==> src/sv/bdy_pkg.sv <==
package bdy_pkg;

  // default pool size in granules
  localparam int DEF_POOL_GRANULES = 256;

  // result status codes
  localparam logic [1:0] ST_OK       = 2'd0;
  localparam logic [1:0] ST_NO_FREE  = 2'd1;
  localparam logic [1:0] ST_BAD_SIZE = 2'd2;
  localparam logic [1:0] ST_NOT_USED = 2'd3;

  // request opcodes
  localparam logic OP_ALLOC = 1'b0;
  localparam logic OP_FREE  = 1'b1;

  // sequencer states
  typedef enum logic [3:0] {
    S_CLR,
    S_IDLE,
    S_SCAN_RD,
    S_SCAN_EV,
    S_SPLIT,
    S_FREE_RD,
    S_FREE_CHK,
    S_MRG_RD,
    S_MRG_EV,
    S_FIN,
    S_OUT
  } state_t;

  // memory port controls
  typedef struct packed {
    logic        we;
    logic [15:0] waddr;
    logic [15:0] raddr;
  } map_ctl_t;

  // smallest k with 2^k >= v, for a 9-bit size
  function automatic logic [3:0] ceil_log2_9(input logic [8:0] v);
    logic [3:0] r;
    r = 4'd9;
    for (int k = 8; k >= 0; k--) begin
      if ((10'd1 << k) >= {1'b0, v}) r = 4'(k);
    end
    return r;
  endfunction

endpackage

==> src/sv/buddy_allocator.sv <==
// Channel  Dir  Signals
// in       in   in_valid, in_ready, in_opcode, in_request_size, in_release_offset
// out      out  out_valid, out_ready, out_block_offset, out_block_order, out_status
//
// After reset a clearing pass writes every map entry, one per cycle
// (POOL entries, 256 by default), before the first word is taken.
// Allocate walks the block list, reading then evaluating each block, then splits the best fit.
// Free reads then evaluates the buddy in each merge step; everything runs on one map.
// One word at a time: in_ready is high only when idle, out holds until taken.
module buddy_allocator #(
  parameter int POOL_GRANULES = bdy_pkg::DEF_POOL_GRANULES
) (
  input  logic       clk,
  input  logic       rst_n,
  input  logic       in_valid,
  output logic       in_ready,
  input  logic       in_opcode,
  input  logic [8:0] in_request_size,
  input  logic [7:0] in_release_offset,
  output logic       out_valid,
  input  logic       out_ready,
  output logic [7:0] out_block_offset,
  output logic [3:0] out_block_order,
  output logic [1:0] out_status
);
  import bdy_pkg::*;

  localparam int AW   = (POOL_GRANULES < 2) ? 1 : $clog2(POOL_GRANULES);
  localparam int OW   = $clog2(AW + 1);
  localparam int DW   = OW + 2;
  localparam int POOL = 2 ** AW;

  state_t state_r, state_nxt;
  logic [AW-1:0] clr_r, clr_nxt;
  logic [AW:0]   addr_r, addr_nxt;
  logic [OW-1:0] k_r, k_nxt;
  logic [AW-1:0] best_r, best_nxt;
  logic [OW-1:0] bord_r, bord_nxt;
  logic          found_r, found_nxt;
  logic [AW-1:0] off_r, off_nxt;
  logic [OW-1:0] ord_r, ord_nxt;
  logic          op_r, op_nxt;
  logic [7:0]    res_off_r, res_off_nxt;
  logic [3:0]    res_ord_r, res_ord_nxt;
  logic [1:0]    res_st_r, res_st_nxt;

  map_ctl_t      ctl;
  logic [DW-1:0] wdata, rdata;

  logic          rd_head, rd_used;
  logic [OW-1:0] rd_ord;
  logic [AW:0]   scan_next;
  logic          hit, scan_end, merge_ok, size_bad, off_bad, accept;
  logic [AW-1:0] buddy, bud_bit, rel_addr, split_addr;
  logic [OW-1:0] req_k;
  logic [AW+7:0] rel_ext, off_ext;
  logic [OW+3:0] k_ext, ord_ext;

  bdy_map #(.AW(AW), .DW(DW)) u_map (
    .clk   (clk),
    .ctl   (ctl),
    .wdata (wdata),
    .rdata (rdata)
  );

  // map entry fields and decoded conditions
  assign rd_head   = rdata[DW-1];
  assign rd_used   = rdata[DW-2];
  assign rd_ord    = rdata[OW-1:0];
  assign accept    = in_valid && in_ready;
  assign scan_next = addr_r + ((AW+1)'(1) << rd_ord);
  assign scan_end  = (scan_next == (AW+1)'(POOL));
  assign hit       = rd_head && !rd_used && (rd_ord >= k_r)
                     && (!found_r || (rd_ord < bord_r));
  assign bud_bit   = AW'(1) << ord_r;
  assign buddy     = off_r ^ bud_bit;
  assign merge_ok  = rd_head && !rd_used && (rd_ord == ord_r);
  assign split_addr = best_r + (AW'(1) << (bord_r - OW'(1)));
  assign size_bad  = (in_request_size == 9'd0) || (32'(in_request_size) > POOL);
  assign off_bad   = (32'(in_release_offset) >= POOL);
  assign rel_ext   = {{AW{1'b0}}, in_release_offset};
  assign rel_addr  = rel_ext[AW-1:0];
  assign k_ext     = {{OW{1'b0}}, ceil_log2_9(in_request_size)};
  assign req_k     = k_ext[OW-1:0];
  assign off_ext   = {8'd0, off_r};
  assign ord_ext   = {4'd0, ord_r};

  // next state
  always_comb begin
    state_nxt = state_r;
    unique case (state_r)
      S_CLR:      if (clr_r == AW'(POOL - 1)) state_nxt = S_IDLE;
      S_IDLE: begin
        if (accept) begin
          if (in_opcode == OP_ALLOC) state_nxt = size_bad ? S_OUT : S_SCAN_RD;
          else                       state_nxt = off_bad ? S_OUT : S_FREE_RD;
        end
      end
      S_SCAN_RD:  state_nxt = S_SCAN_EV;
      S_SCAN_EV: begin
        if (scan_end) state_nxt = (found_r || hit) ? S_SPLIT : S_OUT;
        else          state_nxt = S_SCAN_RD;
      end
      S_SPLIT:    if (bord_r == k_r) state_nxt = S_FIN;
      S_FREE_RD:  state_nxt = S_FREE_CHK;
      S_FREE_CHK: state_nxt = (rd_head && rd_used) ? S_MRG_RD : S_OUT;
      S_MRG_RD:   state_nxt = (ord_r == OW'(AW)) ? S_FIN : S_MRG_EV;
      S_MRG_EV:   state_nxt = merge_ok ? S_MRG_RD : S_FIN;
      S_FIN:      state_nxt = S_OUT;
      S_OUT:      if (out_ready) state_nxt = S_IDLE;
      default:    state_nxt = S_CLR;
    endcase
  end

  // handshake and map port
  always_comb begin
    in_ready  = (state_r == S_IDLE);
    out_valid = (state_r == S_OUT);
    ctl       = '0;
    wdata     = '0;
    unique case (state_r)
      S_CLR: begin
        ctl.we    = 1'b1;
        ctl.waddr = 16'(clr_r);
        wdata     = (clr_r == '0) ? {1'b1, 1'b0, OW'(AW)} : '0;
      end
      S_SCAN_RD: ctl.raddr = 16'(addr_r[AW-1:0]);
      S_SPLIT: begin
        ctl.we    = (bord_r != k_r);
        ctl.waddr = 16'(split_addr);
        wdata     = {1'b1, 1'b0, bord_r - OW'(1)};
      end
      S_FREE_RD: ctl.raddr = 16'(off_r);
      S_MRG_RD:  ctl.raddr = 16'(buddy);
      S_MRG_EV: begin
        ctl.we    = merge_ok;
        ctl.waddr = 16'(off_r | bud_bit);
      end
      S_FIN: begin
        ctl.we    = 1'b1;
        ctl.waddr = 16'(off_r);
        wdata     = {1'b1, (op_r == OP_ALLOC), ord_r};
      end
      default: ;
    endcase
  end

  // datapath
  always_comb begin
    clr_nxt     = clr_r;
    addr_nxt    = addr_r;
    k_nxt       = k_r;
    best_nxt    = best_r;
    bord_nxt    = bord_r;
    found_nxt   = found_r;
    off_nxt     = off_r;
    ord_nxt     = ord_r;
    op_nxt      = op_r;
    res_off_nxt = res_off_r;
    res_ord_nxt = res_ord_r;
    res_st_nxt  = res_st_r;
    unique case (state_r)
      S_CLR: clr_nxt = clr_r + AW'(1);
      S_IDLE: begin
        if (accept) begin
          op_nxt      = in_opcode;
          addr_nxt    = '0;
          found_nxt   = 1'b0;
          k_nxt       = req_k;
          off_nxt     = rel_addr;
          res_off_nxt = '0;
          res_ord_nxt = '0;
          if (in_opcode == OP_ALLOC) res_st_nxt = ST_BAD_SIZE;
          else                       res_st_nxt = ST_NOT_USED;
        end
      end
      S_SCAN_EV: begin
        addr_nxt = scan_next;
        if (hit) begin
          found_nxt = 1'b1;
          best_nxt  = addr_r[AW-1:0];
          bord_nxt  = rd_ord;
        end
        if (scan_end && !(found_r || hit)) res_st_nxt = ST_NO_FREE;
      end
      S_SPLIT: begin
        if (bord_r != k_r) begin
          bord_nxt = bord_r - OW'(1);
        end else begin
          off_nxt = best_r;
          ord_nxt = bord_r;
        end
      end
      S_FREE_CHK: ord_nxt = rd_ord;
      S_MRG_EV: begin
        if (merge_ok) begin
          off_nxt = off_r & ~bud_bit;
          ord_nxt = ord_r + OW'(1);
        end
      end
      S_FIN: begin
        res_off_nxt = off_ext[7:0];
        res_ord_nxt = ord_ext[3:0];
        res_st_nxt  = ST_OK;
      end
      default: ;
    endcase
  end

  always_ff @(posedge clk) begin
    if (!rst_n) begin
      state_r <= S_CLR;
      clr_r   <= '0;
      found_r <= 1'b0;
    end else begin
      state_r <= state_nxt;
      clr_r   <= clr_nxt;
      found_r <= found_nxt;
    end
    addr_r    <= addr_nxt;
    k_r       <= k_nxt;
    best_r    <= best_nxt;
    bord_r    <= bord_nxt;
    off_r     <= off_nxt;
    ord_r     <= ord_nxt;
    op_r      <= op_nxt;
    res_off_r <= res_off_nxt;
    res_ord_r <= res_ord_nxt;
    res_st_r  <= res_st_nxt;
  end

  assign out_block_offset = res_off_r;
  assign out_block_order  = res_ord_r;
  assign out_status       = res_st_r;

endmodule

==> src/sv/bdy_map.sv <==
module bdy_map #(
  parameter int AW = 8,
  parameter int DW = 6
) (
  input  logic                 clk,
  input  bdy_pkg::map_ctl_t    ctl,
  input  logic [DW-1:0]        wdata,
  output logic [DW-1:0]        rdata
);
  import bdy_pkg::*;

  logic [DW-1:0] mem [2**AW];

  // one write port, one registered read port
  always_ff @(posedge clk) begin
    if (ctl.we) begin
      mem[ctl.waddr[AW-1:0]] <= wdata;
    end
    rdata <= mem[ctl.raddr[AW-1:0]];
  end

endmodule
==> config.mk <==
export PLATFORM = sky130hd
export DESIGN_NAME = buddy_allocator
export DESIGN_NICKNAME = d
export VERILOG_FILES = /design/src/sv/bdy_pkg.sv /design/src/sv/buddy_allocator.sv /design/src/sv/bdy_map.sv
export SDC_FILE = /design/constraint.sdc
export NUM_CORES = 2
export LEC_CHECK = 0
export BUFFER_PORTS_ARGS = -buffer_cell sky130_fd_sc_hd__buf_4
export CORE_ASPECT_RATIO = 1.1
export CORE_MARGIN = 2
export CORE_UTILIZATION = 35
export CTS_CLUSTER_SIZE = 24
export DETAILED_ROUTE_END_ITERATION = 10
export PLACE_DENSITY = 0.56
export SLEW_MARGIN = 20
export SYNTH_ARGS = -nofsm -noshare
export SYNTH_HDL_FRONTEND = slang
export SYNTH_SLANG_ARGS = --single-unit
==> constraint.sdc <==
create_clock -name clk -period 23.4 [get_ports clk]
set_clock_uncertainty 0.2 [all_clocks]
set_input_delay 2.34 -clock clk [delete_from_list [all_inputs] [get_ports clk]]
set_output_delay 2.34 -clock clk [all_outputs]
set_load 0.005 [all_outputs]
==> summary.txt <==
worst path arrival time: 7170 ps
die area: 196000 sq um
Antenna Cells: 0
initial detailed-routing violation count: 4807
Final Setup Violations: 0
R2R Setup Slk: 16650 ps
register area share after synthesis: 0.715
Req. time, crit path: 23820 ps
PD cells: 78.3 nW/um^2
first-pass GRT wire length: 290 mm
outcome: finished, final reports clean
setup TNS: 0 ps
Final ANT Viol Nets: 0
Max-Cap Viols: 0
dominant cell type by area after synthesis: edfxtp_1
hold-fix buffers at CTS: 0
max-slew violations: 0
root buffer cell: clkbuf_16
CP startpoint kind: flop
Yosys top cell area share: 0.709
drt wl/cell: 26.4 microns
Sequential Area: 48100 sq um
initial antenna violation count: 9
CTS Sinks: 1607
setup ws final: 16650 ps
Synth-to-Final Area Change: 12.3%
number of distinct library cells after synthesis: 89
HP Class: flop to flop
Synth Register Bits: 1607
Max VDD drop: 55.1 uV
CORE AREA: 191000 sq um
post-CTS resize count: 0
Clock Tree Buf Depth: 3
Multi-input gate area: 17500 sq um
vias per cell: 5.62
Synthesized Nets: 4954
Clock Latency Late Sink: 790 ps
worst hold slack: 279 ps
Post-synth ARST share: 0
leak pwr: 25.1 nW
Worst-path clk slew: 60 ps
Final Hold Fails: 0
first-pass detailed-route iteration total: 6
most used flip-flop cell after synthesis: edfxtp_1
IO Port Bufs: 37
Post-synth EDFFs: 1588
hpwl dp: 118 mm
DRC violations left: 0
GRT Util Overall: 0.199
Filler Cell Count: 17700
Final #Nets: 4941
crit path time final: 6750 ps
Peak Freq: 148 MHz
Syn Inst Count: 4879
largest net degree at the start of global routing: 197
initial core utilization: 0.353
Max-Slew Margin vs Limit: 0.159
RSZ-0062 raised after global routing: false
vias: 42400
Placer Congestion: 0.894
Post-Route WL: 199 mm
Slew @ Worst Pin: 1260 ps
IO Count: 38
crit path max fanout: 150
DP Worst Slack: 16790 ps
share of cells above drive strength 1: 0.0897
Max H-tree Level: 4
grt ovf: 0
YS warnings: 0
Die Width: 422 microns
CTS tree: done
vias in the first global route: 41200
Avg Inst Size Synth: 13.8 sq um
CTS Buf Count: 167
mapped cell area: 67200 sq um
Tcrit/Tclk final: 0.288
postcts setup bufs: 0
Crit. End Element: flop
Setup CP Type: flop to flop
Die Span Y: 464 microns
Synth area leaders: edfxtp_1 71%, nand2_1 4.2%, mux2i_1 4.0%, nor2_1 1.7%, nand3_1 1.6%
Rows: 168
[per-stage QoR]
stage | power (mW) | cells | instance area, sq um | utilization
3_5_place_dp | 3.36 | 7247 | 70100 | 0.368
2_1_floorplan | 3.31 | 4879 | 67200 | -
5_1_grt | 6.05 | 7546 | 75500 | 0.396
4_1_cts | 5.94 | 7546 | 75400 | 0.396
3_3_place_gp | 3.35 | 7247 | 70100 | 0.368
6_report | 5.91 | 7546 | 75500 | 0.396
[kinds of logic (layout without fill, tap and decap cells)]
group / count (synthesis) / count (layout) / share of synthesized area
buf+inv: 385 / 502 / 0.0283
mux: 284 / 284 / 0.0434
fa+ha+maj: 53 / 53 / 0.0101
flops: 1607 / 1607 / 0.715
simple gates: 1682 / 1682 / 0.113
xor+xnor: 34 / 34 / 0.00443
compound gates: 834 / 834 / 0.0855
[registers in the layout, summed over array words and instances, names as in the netlist]
signal	cells
best_r	8
bord_r	4
op_r	1
clr_r	8
u_map.mem	1536
k_r	4
u_map.rdata	6
found_r	1
addr_r	9
out_block_offset	8
out_status	2
ord_r	4
out_block_order	4
state_r	4
off_r	8
[cell type report]
type / count / area share
Inverter: 48 / 0.00239
Timing Repair Buffer: 155 / 0.0165
Tap cell: 2550 / 0.0423
Clock inverter: 89 / 0.0111
Sequential cell: 1607 / 0.637
Clock buffer: 210 / 0.0589
Multi-Input combinational cell: 2887 / 0.232
[metal layers]
metal,up-vias,GRT usage,wire (microns)
met5,-,0,13
met4,2,0.0680,6530
met3,334,0.0288,13800
met2,1771,0.327,96100
met1,21600,0.270,82800
li1,18700,-,-
[cell usage in the layout, fill, tap and decap left out, drive strengths merged, types with 67 or more instances in the layout]
cell	count
a211oi	99
a21oi	177
a221oi	67
and3	113
buf	155
clkbuf	210
edfxtp	1588
mux2i	267
nand2	753
nand3	215
nor2	317
nor3	109
o21ai	123
[cells in the mapped netlist, drive strengths merged (24+ instances only)]
| cell type | number |
|---|---|
| inv | 48 |
| edfxtp | 1588 |
| clkbuf | 150 |
| buf | 187 |
| a31oi | 58 |
| mux2i | 267 |
| a221oi | 67 |
| o21ai | 123 |
| nor3 | 109 |
| o221ai | 24 |
| o22ai | 37 |
| nand3 | 215 |
| nand2 | 753 |
| a311oi | 47 |
| a21oi | 177 |
| o211ai | 34 |
| nor4 | 60 |
| a211oi | 99 |
| nor2 | 317 |
| nand4 | 34 |
| ha | 51 |
| a22oi | 28 |
| and3 | 113 |
[critical path, cell delays in order (launching register included)]
cell      delay, ps
dfxtp_1         930
nor4bb_2        280
o21a_4          490
nor2_8          190
buf_12          660
buf_4           680
buf_4           740
mux2i_1         270
o221ai_1        140
nor4_1          510
nor3_1          240
nor4_1          860
mux2i_1         170
[power by group]
| group | internal [mW] | switching (mW) | total [mW] |
|---|---|---|---|
| Combinational | 0.0217 | 0.0959 | 0.118 |
| Sequential | 3.17 | 0.00574 | 3.18 |
| Clock | 1.51 | 1.11 | 2.61 |
[worst paths after layout]
| path | from | end | cells past startpoint |
|---|---|---|---|
| setup / recovery | state_r[2] | u_map.rdata[0] | 12 |
| hold / removal | found_r | found_r | 2 |
| setup reg to reg | state_r[2] | u_map.rdata[0] | 12 |
| hold reg to reg | found_r | found_r | 2 |
No activity file was read; power rests on OpenSTA's default activity.
